File: config.mk
export PLATFORM = sky130hd
export DESIGN_NAME = chunked_bump_allocator
export DESIGN_NICKNAME = d
export VERILOG_FILES = /design/src/rtl/core/cba_pkg.sv /design/src/rtl/core/cba_round_unit.sv /design/src/rtl/core/chunked_bump_allocator.sv
export SDC_FILE = /design/constraint.sdc
export NUM_CORES = 2
export LEC_CHECK = 0
export BUFFER_PORTS_ARGS = -buffer_cell sky130_fd_sc_hd__buf_2
export CORE_UTILIZATION = 55
export DETAILED_ROUTE_END_ITERATION = 8
export GPL_TIMING_DRIVEN = 0
export PLACE_DENSITY = 0.82
export SYNTH_ARGS = -nofsm -noshare
export SYNTH_HDL_FRONTEND = slang
export SYNTH_SLANG_ARGS = --single-unit
File: constraint.sdc
create_clock -name clk -period 6.6 [get_ports clk]
set_clock_uncertainty 0.15 [all_clocks]
set_input_delay 1.32 -clock clk [delete_from_list [all_inputs] [get_ports clk]]
set_output_delay 1.32 -clock clk [all_outputs]
set_load 0.03 [all_outputs]
File: src/rtl/core/cba_pkg.sv
// Shared types and constants of the chunked bump allocator.
// No dependencies; used by cba_round_unit and chunked_bump_allocator.
`timescale 1ns / 1ps
`default_nettype none

package cba_pkg;

  // Field widths
  localparam int SIZE_W    = 24;
  localparam int ALIGN_W   = 13;
  localparam int RSIZE_W   = SIZE_W + 1;   // a rounded 24-bit value
  localparam int TOTAL_W   = 32;
  localparam int CFG_IDX_W = 3;
  localparam int IDX_OUT_W = 4;

  // Remainder unit: dividend bits retired per cycle
  localparam int RND_DIGIT = 2;
  localparam int RND_STEPS = SIZE_W / RND_DIGIT;

  localparam logic [SIZE_W-1:0] SIZE_TOP = '1;

  // Register indexes on the configuration port
  localparam logic [CFG_IDX_W-1:0] CFG_INITIAL_SIZE   = 3'd0;
  localparam logic [CFG_IDX_W-1:0] CFG_INCREMENT_SIZE = 3'd1;
  localparam logic [CFG_IDX_W-1:0] CFG_MAX_TOTAL      = 3'd2;
  localparam logic [CFG_IDX_W-1:0] CFG_WASTE_LIMIT    = 3'd3;
  localparam logic [CFG_IDX_W-1:0] CFG_ALIGNMENT      = 3'd4;

  // Register reset values
  localparam logic [SIZE_W-1:0]  INITIAL_SIZE_RST   = 24'd4096;
  localparam logic [SIZE_W-1:0]  INCREMENT_SIZE_RST = 24'd4096;
  localparam logic [SIZE_W-1:0]  MAX_TOTAL_RST      = 24'd0;
  localparam logic [SIZE_W-1:0]  WASTE_LIMIT_RST    = 24'd0;
  localparam logic [ALIGN_W-1:0] ALIGNMENT_RST      = 13'd8;

  typedef enum logic [1:0] {
    ST_STORED     = 2'd0,
    ST_OVER_LIMIT = 2'd1,
    ST_TABLE_FULL = 2'd2
  } status_t;

  typedef enum logic [3:0] {
    S_IDLE,
    S_RSIZE,
    S_LIMIT,
    S_WASTE,
    S_CHECK,
    S_SCAN,
    S_READ,
    S_FIT,
    S_BASE,
    S_REPLY
  } state_t;

  // Status of the shared rounding unit
  typedef struct packed {
    logic busy;
    logic done;
  } rnd_stat_t;

endpackage

`default_nettype wire

File: src/rtl/core/cba_round_unit.sv
// Shared round-up-to-alignment unit: remainder by shift and subtract.
// Depends on cba_pkg.
`timescale 1ns / 1ps
`default_nettype none

module cba_round_unit
  import cba_pkg::*;
(
  input  logic               clk,
  input  logic               rst_n,
  input  logic               start,
  input  logic [SIZE_W-1:0]  value,
  input  logic [ALIGN_W-1:0] align,
  output rnd_stat_t          stat,
  output logic [RSIZE_W-1:0] result
);

  localparam int CNT_W = $clog2(RND_STEPS + 1);

  logic               busy_r, busy_nxt;
  logic               fin_r, fin_nxt;
  logic               done_r, done_nxt;
  logic [CNT_W-1:0]   cnt_r, cnt_nxt;
  logic [SIZE_W-1:0]  shf_r, shf_nxt;
  logic [SIZE_W-1:0]  orig_r, orig_nxt;
  logic [ALIGN_W-1:0] rem_r, rem_nxt;
  logic [RSIZE_W-1:0] res_r, res_nxt;
  logic [ALIGN_W:0]   trial;
  logic [ALIGN_W-1:0] part;

  // One digit of restoring remainder: RND_DIGIT dependent compare-subtracts
  always_comb begin
    part  = rem_r;
    trial = '0;
    for (int i = 0; i < RND_DIGIT; i++) begin
      trial = {part, shf_r[SIZE_W-1-i]};
      if (trial >= {1'b0, align}) begin
        trial = trial - {1'b0, align};
      end
      part = trial[ALIGN_W-1:0];
    end
  end

  // Sequencing: load, RND_STEPS steps, final add
  always_comb begin
    busy_nxt = busy_r;
    fin_nxt  = 1'b0;
    done_nxt = 1'b0;
    cnt_nxt  = cnt_r;
    shf_nxt  = shf_r;
    orig_nxt = orig_r;
    rem_nxt  = rem_r;
    res_nxt  = res_r;
    if (start && !busy_r && !fin_r) begin
      busy_nxt = 1'b1;
      cnt_nxt  = '0;
      shf_nxt  = value;
      orig_nxt = value;
      rem_nxt  = '0;
    end else if (busy_r) begin
      rem_nxt = part;
      shf_nxt = shf_r << RND_DIGIT;
      cnt_nxt = cnt_r + 1'b1;
      if (cnt_r == CNT_W'(RND_STEPS - 1)) begin
        busy_nxt = 1'b0;
        fin_nxt  = 1'b1;
      end
    end else if (fin_r) begin
      done_nxt = 1'b1;
      if (rem_r == '0) begin
        res_nxt = {1'b0, orig_r};
      end else begin
        res_nxt = {1'b0, orig_r} + {{(RSIZE_W-ALIGN_W){1'b0}}, align - rem_r};
      end
    end
  end

  // Control state
  always_ff @(posedge clk) begin
    if (!rst_n) begin
      busy_r <= 1'b0;
      fin_r  <= 1'b0;
      done_r <= 1'b0;
    end else begin
      busy_r <= busy_nxt;
      fin_r  <= fin_nxt;
      done_r <= done_nxt;
    end
  end

  // Datapath
  always_ff @(posedge clk) begin
    cnt_r  <= cnt_nxt;
    shf_r  <= shf_nxt;
    orig_r <= orig_nxt;
    rem_r  <= rem_nxt;
    res_r  <= res_nxt;
  end

  assign stat.busy = busy_r | fin_r;
  assign stat.done = done_r;
  assign result    = res_r;

endmodule

`default_nettype wire

File: src/rtl/core/chunked_bump_allocator.sv
// Chunked bump allocator top level: sequencer, department tables, result register.
// Depends on cba_pkg and cba_round_unit.
//
//  Channel | Handshake             | Payload
//  --------+-----------------------+------------------------------------------------
//  in      | in_valid / in_ready   | in_request_size
//  out     | out_valid / out_ready | out_status, out_department_index,
//          |                       | out_byte_offset, out_created_department
//  cfg     | cfg_valid / cfg_ready | cfg_index, cfg_data
//
// One request at a time. Every round-up goes through the shared remainder unit,
// 2 dividend bits per cycle. A request rounds its size, the total limit and the
// waste limit, checks the total limit, then visits departments (scan, table read,
// rounding of the fill and fit test for each). Creating a department rounds its
// base size; a full table skips this. The reply step hands over the result.
// Synchronous active-low reset; no clearing pass (tables are read only below
// the department count). A new request is taken while an old result still
// waits; the new one holds in the reply step until the output register frees.
`timescale 1ns / 1ps
`default_nettype none

module chunked_bump_allocator
  import cba_pkg::*;
#(
  parameter int MAX_DEPARTMENTS = 16
) (
  input  logic                 clk,
  input  logic                 rst_n,
  input  logic                 in_valid,
  output logic                 in_ready,
  input  logic [SIZE_W-1:0]    in_request_size,
  output logic                 out_valid,
  input  logic                 out_ready,
  output logic [1:0]           out_status,
  output logic [IDX_OUT_W-1:0] out_department_index,
  output logic [SIZE_W-1:0]    out_byte_offset,
  output logic                 out_created_department,
  input  logic                 cfg_valid,
  output logic                 cfg_ready,
  input  logic [CFG_IDX_W-1:0] cfg_index,
  input  logic [SIZE_W-1:0]    cfg_data
);

  localparam int CNT_W  = $clog2(MAX_DEPARTMENTS + 1);
  localparam int ADDR_W = (MAX_DEPARTMENTS > 1) ? $clog2(MAX_DEPARTMENTS) : 1;

  // Configuration
  logic [SIZE_W-1:0]  initial_size_r, increment_size_r, max_total_r, waste_limit_r;
  logic [ALIGN_W-1:0] alignment_r;
  logic [ALIGN_W-1:0] align_eff;

  // Control state
  state_t             state_r, state_nxt;
  logic [CNT_W-1:0]   dept_count_r, dept_count_nxt;
  logic [CNT_W-1:0]   first_open_r, first_open_nxt;
  logic [CNT_W-1:0]   scan_idx_r, scan_idx_nxt;
  logic [TOTAL_W-1:0] total_used_r, total_used_nxt;
  logic               out_valid_r;

  // Per-request payload
  logic [SIZE_W-1:0]    size_r, size_nxt;
  logic [RSIZE_W-1:0]   rsize_r, rsize_nxt;
  logic [RSIZE_W-1:0]   limit_r, limit_nxt;
  logic [RSIZE_W-1:0]   waste_r, waste_nxt;
  status_t              res_status_r, res_status_nxt;
  logic [IDX_OUT_W-1:0] res_idx_r, res_idx_nxt;
  logic [SIZE_W-1:0]    res_off_r, res_off_nxt;
  logic                 res_made_r, res_made_nxt;
  status_t              out_status_r;
  logic [IDX_OUT_W-1:0] out_idx_r;
  logic [SIZE_W-1:0]    out_off_r;
  logic                 out_made_r;
  logic                 out_load;

  // Department tables
  logic [SIZE_W-1:0] cap_mem  [MAX_DEPARTMENTS];
  logic [SIZE_W-1:0] fill_mem [MAX_DEPARTMENTS];
  logic [SIZE_W-1:0] cap_q, fill_q;
  logic [ADDR_W-1:0] rd_addr, wr_addr;
  logic              cap_we, fill_we;
  logic [SIZE_W-1:0] wr_cap, wr_fill;

  // Rounding unit hookup
  logic               rnd_start;
  logic [SIZE_W-1:0]  rnd_value;
  rnd_stat_t          rnd_stat;
  logic [RSIZE_W-1:0] rnd_result;

  // Datapath terms
  logic [RSIZE_W:0]   fit_end;
  logic               fits;
  logic [SIZE_W-1:0]  slack;
  logic               is_full;
  logic [TOTAL_W:0]   used_plus;
  logic               over_limit;
  logic [TOTAL_W:0]   used_sum;
  logic [TOTAL_W-1:0] used_sat;
  logic [RSIZE_W-1:0] new_cap;
  logic [SIZE_W-1:0]  new_cap_sat;

  assign align_eff = (alignment_r == '0) ? ALIGN_W'(1) : alignment_r;

  cba_round_unit u_round (
    .clk    (clk),
    .rst_n  (rst_n),
    .start  (rnd_start),
    .value  (rnd_value),
    .align  (align_eff),
    .stat   (rnd_stat),
    .result (rnd_result)
  );

  // Fit test at the aligned fill, full test on free space
  assign fit_end = {1'b0, rnd_result} + {2'b00, size_r};
  assign fits    = (fit_end <= {2'b00, cap_q});
  assign slack   = cap_q - fill_q;
  assign is_full = ({1'b0, slack} <= waste_r);

  // Total limit and saturating usage counter
  assign used_plus  = {1'b0, total_used_r} + (TOTAL_W+1)'(rsize_r);
  assign over_limit = (limit_r != '0) && (used_plus > (TOTAL_W+1)'(limit_r));
  assign used_sum   = {1'b0, total_used_r} + (TOTAL_W+1)'(size_r);
  assign used_sat   = used_sum[TOTAL_W] ? '1 : used_sum[TOTAL_W-1:0];

  // New department capacity: at least the rounded request, saturated
  assign new_cap     = (rnd_result > rsize_r) ? rnd_result : rsize_r;
  assign new_cap_sat = new_cap[SIZE_W] ? SIZE_TOP : new_cap[SIZE_W-1:0];

  assign rd_addr = scan_idx_r[ADDR_W-1:0];

  // Sequencer
  always_comb begin
    state_nxt      = state_r;
    dept_count_nxt = dept_count_r;
    first_open_nxt = first_open_r;
    scan_idx_nxt   = scan_idx_r;
    total_used_nxt = total_used_r;
    size_nxt       = size_r;
    rsize_nxt      = rsize_r;
    limit_nxt      = limit_r;
    waste_nxt      = waste_r;
    res_status_nxt = res_status_r;
    res_idx_nxt    = res_idx_r;
    res_off_nxt    = res_off_r;
    res_made_nxt   = res_made_r;
    in_ready       = 1'b0;
    out_load       = 1'b0;
    rnd_start      = 1'b0;
    rnd_value      = size_r;
    cap_we         = 1'b0;
    fill_we        = 1'b0;
    wr_addr        = scan_idx_r[ADDR_W-1:0];
    wr_cap         = new_cap_sat;
    wr_fill        = fit_end[SIZE_W-1:0];
    case (state_r)
      S_IDLE: begin
        in_ready = 1'b1;
        if (in_valid) begin
          size_nxt  = in_request_size;
          rnd_start = 1'b1;
          rnd_value = in_request_size;
          state_nxt = S_RSIZE;
        end
      end
      S_RSIZE: begin
        if (rnd_stat.done) begin
          rsize_nxt = rnd_result;
          rnd_start = 1'b1;
          rnd_value = max_total_r;
          state_nxt = S_LIMIT;
        end
      end
      S_LIMIT: begin
        if (rnd_stat.done) begin
          limit_nxt = rnd_result;
          rnd_start = 1'b1;
          rnd_value = waste_limit_r;
          state_nxt = S_WASTE;
        end
      end
      S_WASTE: begin
        if (rnd_stat.done) begin
          waste_nxt = rnd_result;
          state_nxt = S_CHECK;
        end
      end
      S_CHECK: begin
        if (over_limit) begin
          res_status_nxt = ST_OVER_LIMIT;
          res_idx_nxt    = '0;
          res_off_nxt    = '0;
          res_made_nxt   = 1'b0;
          state_nxt      = S_REPLY;
        end else begin
          scan_idx_nxt = first_open_r;
          state_nxt    = S_SCAN;
        end
      end
      S_SCAN: begin
        if (scan_idx_r < dept_count_r) begin
          state_nxt = S_READ;
        end else if (dept_count_r == CNT_W'(MAX_DEPARTMENTS)) begin
          res_status_nxt = ST_TABLE_FULL;
          res_idx_nxt    = '0;
          res_off_nxt    = '0;
          res_made_nxt   = 1'b0;
          state_nxt      = S_REPLY;
        end else begin
          rnd_start = 1'b1;
          rnd_value = (dept_count_r == '0) ? initial_size_r : increment_size_r;
          state_nxt = S_BASE;
        end
      end
      S_READ: begin
        // table read data is valid now
        rnd_start = 1'b1;
        rnd_value = fill_q;
        state_nxt = S_FIT;
      end
      S_FIT: begin
        if (rnd_stat.done) begin
          if (fits) begin
            fill_we        = 1'b1;
            total_used_nxt = used_sat;
            res_status_nxt = ST_STORED;
            res_idx_nxt    = IDX_OUT_W'(scan_idx_r);
            res_off_nxt    = rnd_result[SIZE_W-1:0];
            res_made_nxt   = 1'b0;
            state_nxt      = S_REPLY;
          end else begin
            if (is_full && (scan_idx_r == first_open_r)) begin
              first_open_nxt = first_open_r + 1'b1;
            end
            scan_idx_nxt = scan_idx_r + 1'b1;
            state_nxt    = S_SCAN;
          end
        end
      end
      S_BASE: begin
        if (rnd_stat.done) begin
          cap_we         = 1'b1;
          fill_we        = 1'b1;
          wr_addr        = dept_count_r[ADDR_W-1:0];
          wr_fill        = size_r;
          dept_count_nxt = dept_count_r + 1'b1;
          total_used_nxt = used_sat;
          res_status_nxt = ST_STORED;
          res_idx_nxt    = IDX_OUT_W'(dept_count_r);
          res_off_nxt    = '0;
          res_made_nxt   = 1'b1;
          state_nxt      = S_REPLY;
        end
      end
      S_REPLY: begin
        if (!out_valid_r || out_ready) begin
          out_load  = 1'b1;
          state_nxt = S_IDLE;
        end
      end
      default: begin
        state_nxt = S_IDLE;
      end
    endcase
  end

  // Control registers
  always_ff @(posedge clk) begin
    if (!rst_n) begin
      state_r      <= S_IDLE;
      dept_count_r <= '0;
      first_open_r <= '0;
      scan_idx_r   <= '0;
      total_used_r <= '0;
    end else begin
      state_r      <= state_nxt;
      dept_count_r <= dept_count_nxt;
      first_open_r <= first_open_nxt;
      scan_idx_r   <= scan_idx_nxt;
      total_used_r <= total_used_nxt;
    end
  end

  // Request payload registers
  always_ff @(posedge clk) begin
    size_r       <= size_nxt;
    rsize_r      <= rsize_nxt;
    limit_r      <= limit_nxt;
    waste_r      <= waste_nxt;
    res_status_r <= res_status_nxt;
    res_idx_r    <= res_idx_nxt;
    res_off_r    <= res_off_nxt;
    res_made_r   <= res_made_nxt;
  end

  // Department tables, registered read
  always_ff @(posedge clk) begin
    if (cap_we) begin
      cap_mem[wr_addr] <= wr_cap;
    end
    if (fill_we) begin
      fill_mem[wr_addr] <= wr_fill;
    end
    cap_q  <= cap_mem[rd_addr];
    fill_q <= fill_mem[rd_addr];
  end

  // Configuration writes
  assign cfg_ready = 1'b1;

  always_ff @(posedge clk) begin
    if (!rst_n) begin
      initial_size_r   <= INITIAL_SIZE_RST;
      increment_size_r <= INCREMENT_SIZE_RST;
      max_total_r      <= MAX_TOTAL_RST;
      waste_limit_r    <= WASTE_LIMIT_RST;
      alignment_r      <= ALIGNMENT_RST;
    end else if (cfg_valid) begin
      case (cfg_index)
        CFG_INITIAL_SIZE:   initial_size_r   <= cfg_data;
        CFG_INCREMENT_SIZE: increment_size_r <= cfg_data;
        CFG_MAX_TOTAL:      max_total_r      <= cfg_data;
        CFG_WASTE_LIMIT:    waste_limit_r    <= cfg_data;
        CFG_ALIGNMENT:      alignment_r      <= cfg_data[ALIGN_W-1:0];
        default: begin
        end
      endcase
    end
  end

  // Result output register
  always_ff @(posedge clk) begin
    if (!rst_n) begin
      out_valid_r <= 1'b0;
    end else if (out_load) begin
      out_valid_r <= 1'b1;
    end else if (out_ready) begin
      out_valid_r <= 1'b0;
    end
  end

  always_ff @(posedge clk) begin
    if (out_load) begin
      out_status_r <= res_status_r;
      out_idx_r    <= res_idx_r;
      out_off_r    <= res_off_r;
      out_made_r   <= res_made_r;
    end
  end

  assign out_valid              = out_valid_r;
  assign out_status             = out_status_r;
  assign out_department_index   = out_idx_r;
  assign out_byte_offset        = out_off_r;
  assign out_created_department = out_made_r;

  // Checks
  a_first_open_bound: assert property (@(posedge clk) disable iff (!rst_n)
    first_open_r <= dept_count_r)
    else $error("first open department beyond department count");

  a_count_bound: assert property (@(posedge clk) disable iff (!rst_n)
    dept_count_r <= CNT_W'(MAX_DEPARTMENTS))
    else $error("department count beyond table size");

  a_fit_in_range: assert property (@(posedge clk) disable iff (!rst_n)
    (fill_we && !cap_we) |-> (scan_idx_r < dept_count_r))
    else $error("fill update to a department that does not exist");

  a_round_free: assert property (@(posedge clk) disable iff (!rst_n)
    rnd_start |-> !rnd_stat.busy)
    else $error("rounding unit started while busy");

  a_create_counts: assert property (@(posedge clk) disable iff (!rst_n)
    cap_we |=> (dept_count_r == $past(dept_count_r) + 1'b1))
    else $error("department created without count update");

endmodule

`default_nettype wire
* Yosys cells after proc, flatten, opt, wreduce, memory -nomap -nowiden
Memory sizes are Yosys's and may differ from the RTL's. A register that Yosys moved wholly into a read port is not among the register bits.
Cells that the tools add are included.
** Storage, ports and cells
- Bits in registers :: 415
- Word-level logic and storage cells :: 214
- Output and inout port bits :: 34
- Memories kept :: 2
- Memory bits (writable) :: 768
** Operators by class
- Reductions and logical operators :: 37
- Add/subtract/negate cells :: 12
- Mux-type cells :: 91
- Magnitude comparators :: 7
- Bitwise operators :: 4
- Equal/unequal tests :: 29
** Memories
- cap_mem :: depth 16, bits a word 24, rd ports 1, clocked after Yosys merged registers in 1, wr ports 1, RTL line chunked_bump_allocator.sv:76 : logic [SIZE_W-1:0] cap_mem [MAX_DEPARTMENTS];
- fill_mem :: depth 16, bits a word 24, rd ports 1, clocked after Yosys merged registers in 1, wr ports 1, RTL line chunked_bump_allocator.sv:77 : logic [SIZE_W-1:0] fill_mem [MAX_DEPARTMENTS];
** Operator list (number)
- 24-bit two-way mux :: 18
- 32-bit two-way mux :: 4
- 24-bit one-hot mux with 5 select lines :: 1
- 24-bit one-hot mux with 4 select lines :: 1
- 4-bit two-way mux :: 18
- 32-bit one-hot mux with 2 select lines :: 1
- 4-bit one-hot mux with 10 select lines :: 1
- 13-bit two-way mux :: 3
- 13-bit subtractor :: 3
- 32-bit by 24-bit adder with 33-bit output :: 1
- 32-bit by 25-bit adder with 33-bit output :: 1
- 33-bit by 25-bit greater-than comparator with 1-bit output :: 1
- 14-bit by 13-bit greater-or-equal comparator with 1-bit output :: 2
- 1-bit two-way mux :: 28
- 25-bit by 24-bit adder with 26-bit output :: 1
- 26-bit by 24-bit <= comparator with 1-bit output :: 1
- 13-bit zero test :: 2
- 24-bit by 13-bit adder with 25-bit output :: 1
- 25-bit greater-than comparator :: 1
- 24-bit by 25-bit <= comparator with 1-bit output :: 1
- 25-bit two-way mux :: 1
- 25-bit nonzero test :: 1
- 24-bit subtractor :: 1
- 2-bit AND reduction :: 9
- other kinds (35) :: 78

* Depth between registers and ports, before layout
- Depth after elaboration :: 8
- Depth in mapped cells :: 27
- Depth with buffers taken out :: 25

* Modules after synthesis
From an unflattened synthesis, not the netlist that was laid out.
** Second synthesis, totals
- Cell total of the unflattened synthesis :: 4113
- Area total of the unflattened synthesis :: 56834.5 sq um
** By module, submodules not included
- chunked_bump_allocator :: cells an instance 3538, area each 50643.6 sq um, sequential area each 32080.8 sq um, times used 1
- cba_round_unit :: cells an instance 575, area each 6190.9 sq um, sequential area each 2592.5 sq um, times used 1

* Worst setup path before layout
Ideal clock, no wire load.
- Path kind :: register -> register
- Start point :: register rsize_r[0]
- End point :: register res_idx_r[0], enable pin
- Data required time :: 5.974 ns
- Slack :: -0.592 ns
- Stages on the path, launching flop included :: 23
- Arrival time :: 6.566 ns
- Buffers on the path :: 0
- Clock period less this slack :: 7.192 ns
- Library setup time :: 0.476 ns
- Cells stage by stage :: edfxtp_1 ha_1 fa_1 a211oi_1 o211a_1 o21ai_0 o21ai_1 a21oi_1 o21ai_0 nand2b_1 a21oi_1 o21bai_1 a21oi_1 xnor2_1 ha_1 nand4_1 a211o_1 o211a_1 nand4_1 a2111oi_2 nand4_1 o22ai_1 a311oi_1
** On the way
- Cells in the longest elaborated chain, start to end :: 5
** RTL lines
- start, declared :: RTL line chunked_bump_allocator.sv:62 : logic [RSIZE_W-1:0] rsize_r, rsize_nxt;
- start signal, assigned :: RTL line chunked_bump_allocator.sv:286 : rsize_r <= rsize_nxt;
- 32-bit by 25-bit adder with 33-bit output :: RTL line chunked_bump_allocator.sv:120 : assign used_plus = {1'b0, total_used_r} + (TOTAL_W+1)'(rsize_r);
- 33-bit by 25-bit greater-than comparator with 1-bit output :: RTL line chunked_bump_allocator.sv:121 : assign over_limit = (limit_r != '0) && (used_plus > (TOTAL_W+1)'(limit_r));
- 1-bit logical AND :: RTL line chunked_bump_allocator.sv:121
- 2-bit inequality test (no line)
- 7-bit AND reduction (no line)
- end signal, assigned :: RTL line chunked_bump_allocator.sv:290 : res_idx_r <= res_idx_nxt;
- end, declared :: RTL line chunked_bump_allocator.sv:66 : logic [IDX_OUT_W-1:0] res_idx_r, res_idx_nxt;
Every way passes these cells.
A chain may end at the register's enable or synchronous reset.

* Worst setup path after layout
- Start point :: register rsize_r[2]
- End point :: register res_off_r[9], enable pin
** On the way
- Cells in the longest elaborated chain, start to end :: 5
** RTL lines
- 32-bit by 25-bit adder with 33-bit output :: RTL line chunked_bump_allocator.sv:120
- 33-bit by 25-bit greater-than comparator with 1-bit output :: RTL line chunked_bump_allocator.sv:121
- 1-bit logical AND :: RTL line chunked_bump_allocator.sv:121
- 2-bit inequality test (no line)
- 7-bit AND reduction (no line)
- end signal, assigned :: RTL line chunked_bump_allocator.sv:291 : res_off_r <= res_off_nxt;
- end, declared :: RTL line chunked_bump_allocator.sv:67 : logic [SIZE_W-1:0] res_off_r, res_off_nxt;
Every way passes these cells.

==> flow_metrics.tcl <==
set metrics [dict create \
    start_kind "register" \
    hpwl_um 111800 \
    clock-sinks 1231 \
    maxCapViolCount 2 \
    crit_arrival_ns 6.71 \
    synth-seq-cells 1231 \
    ys_seq_area_frac 0.6113 \
    critPathSlowestCell "a21oi_1" \
    ctsHoldBuffers 0 \
    rows 117 \
    setup_viol 0 \
    switching_power_uw 5697 \
    root_buffer "clkbuf_16" \
    grt_usage 0.3322 \
    wl_um 174500 \
    yosysUniqueCellTypes 84 \
    ys_top_cells_by_area "edfxtp_1, mux4_2, dfxtp_1" \
    die_area_mm2 0.1044 \
    clock.fmax_ghz 0.1562 \
    min_period_over_period 0.9703 \
    synth_most_common_cell "edfxtp_1" \
    async_flop_share 0 \
    synth_top_cell_by_area "edfxtp_1" \
    max_slew_margin -0.02911 \
    place_congestion 0.9997 \
    antenna_found_initial 6 \
    portBuffers 87 \
    fin_setup_tns_ns 0 \
    syn_nets 4469 \
    place_area_mm2 0.05975 \
    grt_pass1_wl_um 249300 \
    grt_max_degree 35 \
    layout-drive-gt1-share 0.1680 \
    ant_nets 0 \
    first_pass_iters 7 \
    synth_ff_type "edfxtp_1" \
    avgSynthCellArea_um2 13.66 \
    worstSetupPathType "reg2reg" \
    path_max_fanout 19 \
    grt_overflow 0 \
    fin_ws_ns 0.1962 \
    num_vias 38980 \
    route.detailed.drc 0 \
    yosys-top-cells-count "edfxtp_1, nand2_1, a21oi_1" \
    clkTransAtPathRegs_ns 0.06 \
    tightest_slew_ns 1.538 \
    min_period_ns 6.404 \
    avgViaCountPerCell 6.581 \
    coreArea_mm2 0.1020 \
    cts_tree "built" \
    die_x_um 323.1 \
    dpl_worst_slack_ns -1.302 \
    path_cells "ha_1 -> o211ai_1 -> o211ai_1 -> nand4_1 -> a21oi_1 -> nor3_1 -> o21ai_1 -> xor2_1 -> ha_1 -> nand4_1 -> or3_1 -> nor3_2 -> a21oi_1 -> a2111oi_2 -> nand4_1 -> a2111oi_2 -> nand4_1 -> buf_4 -> o22ai_2 -> a311oi_4 -> buf_12 -> buf_8" \
    fillCellCount 7171 \
    seqPwrFrac 0.450 \
    ir_worst_vdd_uv 280.2 \
    slew_viol_final 17 \
    cellInternalPower_uw 14400 \
    p_clk_frac 0.356 \
    p_comb_frac 0.194 \
    drt-initial-drc-count 5421 \
    crit_top_cell "nand4_1" \
    final_hold_viol_count 0 \
    start_util 0.5559 \
    cts_buffer_depth 3 \
    syn_to_final_growth_pct 13.94 \
    sw_frac_of_total 0.2834 \
    synth-edff-count 1002 \
    netlist.area_leader.share 0.5305 \
    htree_levels 3 \
    insertion_delay_ns 0.75 \
    crit_path_end_kind "register" \
    die_y_um 323.1 \
    numCtsBuffers 117 \
    synth.cell_area_mm2 0.05672 \
    hold_slack_ns 0.2664 \
    post-route-util 0.6333 \
    critical-path-max-stage-delay_ns 0.47 \
    wire_per_inst_um 29.46 \
    violations "capacitance limit, slew limit" \
    postLayoutCellArea_mm2 0.06462 \
    synthCells 4151 \
    hold_class "reg2reg" \
    grt_pass1_vias 37750 \
    fin_nets 4771 \
    pin_count 90 \
    run_status "complete, but fails checks" \
    worstPathRequired_ns 6.91 \
    yosys_warnings 0 \
    p_leak_uw 0.02281 \
    powerDensity_mw_per_mm2 311.1 \
]
[cell usage in the layout (no fill, tap or decap), types with 51 or more instances in the layout]
cell	netlist	layout
o21ai_0	142	139
a21o_1	89	89
and3_1	63	63
a21oi_1	325	320
clkbuf_1	152	164
ha_1	254	254
clkbuf_16	0	117
buf_2	9	97
mux4_2	240	240
inv_1	214	214
mux2_2	51	51
xnor2_1	103	103
nor2_1	204	171
nand2_1	411	406
nand3_1	52	52
edfxtp_1	1002	1002
dfxtp_1	229	229
[sequential cells by signal, summed over array words and instances (netlist names), 25 cells and up]
signal and count:
waste_r 25, rsize_r 25, total_used_r 32, fill_mem 384
cap_mem 384, u_round.result 25, limit_r 25
[cells by family (layout without fill, tap and decap cells)]
group / after synthesis / count (layout) / share of synthesized area
buffers and inverters: 397 / 794 / 0.02654
xor gates and xnor gates: 148 / 148 / 0.02285
other: 1 / 3 / 0.00006612
DFF: 1231 / 1231 / 0.6113
and+or+nand+nor: 963 / 969 / 0.07787
AOI/OAI and AO/OA: 822 / 822 / 0.09071
adders and majority gates: 263 / 263 / 0.05903
muxes: 326 / 326 / 0.1116
[path summary, 6_finish.rpt]
kind,start,endpoint,slack (ns),cells after the start
setup / recovery,rsize_r[2]$_DFFE_PP_,res_off_r[9]$_SDFFCE_PN0P_,0.20,22
hold / removal,res_off_r[3]$_SDFFCE_PN0P_,out_byte_offset[3]$_DFFE_PP_,0.27,0
setup reg to reg,rsize_r[2]$_DFFE_PP_,res_off_r[9]$_SDFFCE_PN0P_,0.20,22
hold reg to reg,res_off_r[3]$_SDFFCE_PN0P_,out_byte_offset[3]$_DFFE_PP_,0.27,0
[final cells by class]
class	count	area [um^2]	share of cell area
diodes	2	5.005	0.00007745
plain buffers	182	711.9	0.01102
clock buffers	149	3158	0.04887
clock inverters	71	900.9	0.01394
inverters	215	807.0	0.01249
multi-input cells	2529	20990	0.3249
flip-flops and latches	1231	34670	0.5366
well taps	1368	1712	0.02649
repair buffers	177	1660	0.02569
[critical path, delay by kind of cell, from the launching register on]
| kind | cells | cell delay [ns] |
|---|---|---|
| compound gates | 9 | 2.60 |
| xor+xnor | 1 | 0.14 |
| fa+ha+maj | 2 | 0.73 |
| buf+inv | 3 | 0.56 |
| flops | 1 | 0.44 |
| simple gates | 7 | 1.47 |
[per-stage QoR]
| stage | power, uW | std cells |
|---|---|---|
| after CTS | 19920 | 5895 |
| after detailed placement | 12840 | 5635 |
| after global placement | 12720 | 5606 |
| after global routing | 20700 | 5922 |
| final | 20100 | 5924 |
| after floorplan | 11820 | 4151 |
[power by group through the flow]
stage	clock network, uW	logic [uW]	registers [uW]
after floorplan	0	2740	9080
after global placement	0	3520	9210
after detailed placement	0	3630	9210
after CTS	7150	3730	9040
after global routing	7440	4220	9040
final	7150	3910	9040
[per-layer routing]
metal,wire [um],up-vias,track usage
li1,-,16400,-
met1,62060,19160,0.4256
met2,79660,2769,0.5133
met3,20720,645,0.08102
met4,12010,8,0.2021
met5,54,-,0
[what timing repair did]
action                     in CTS  in global routing
resized for setup              15                 17
setup buffers                  34                 24
pin swaps                      18                  8
cloned                          6                  0
setup endpoints to repair     447                458
Note: power is estimated with default switching activity, not from simulation.
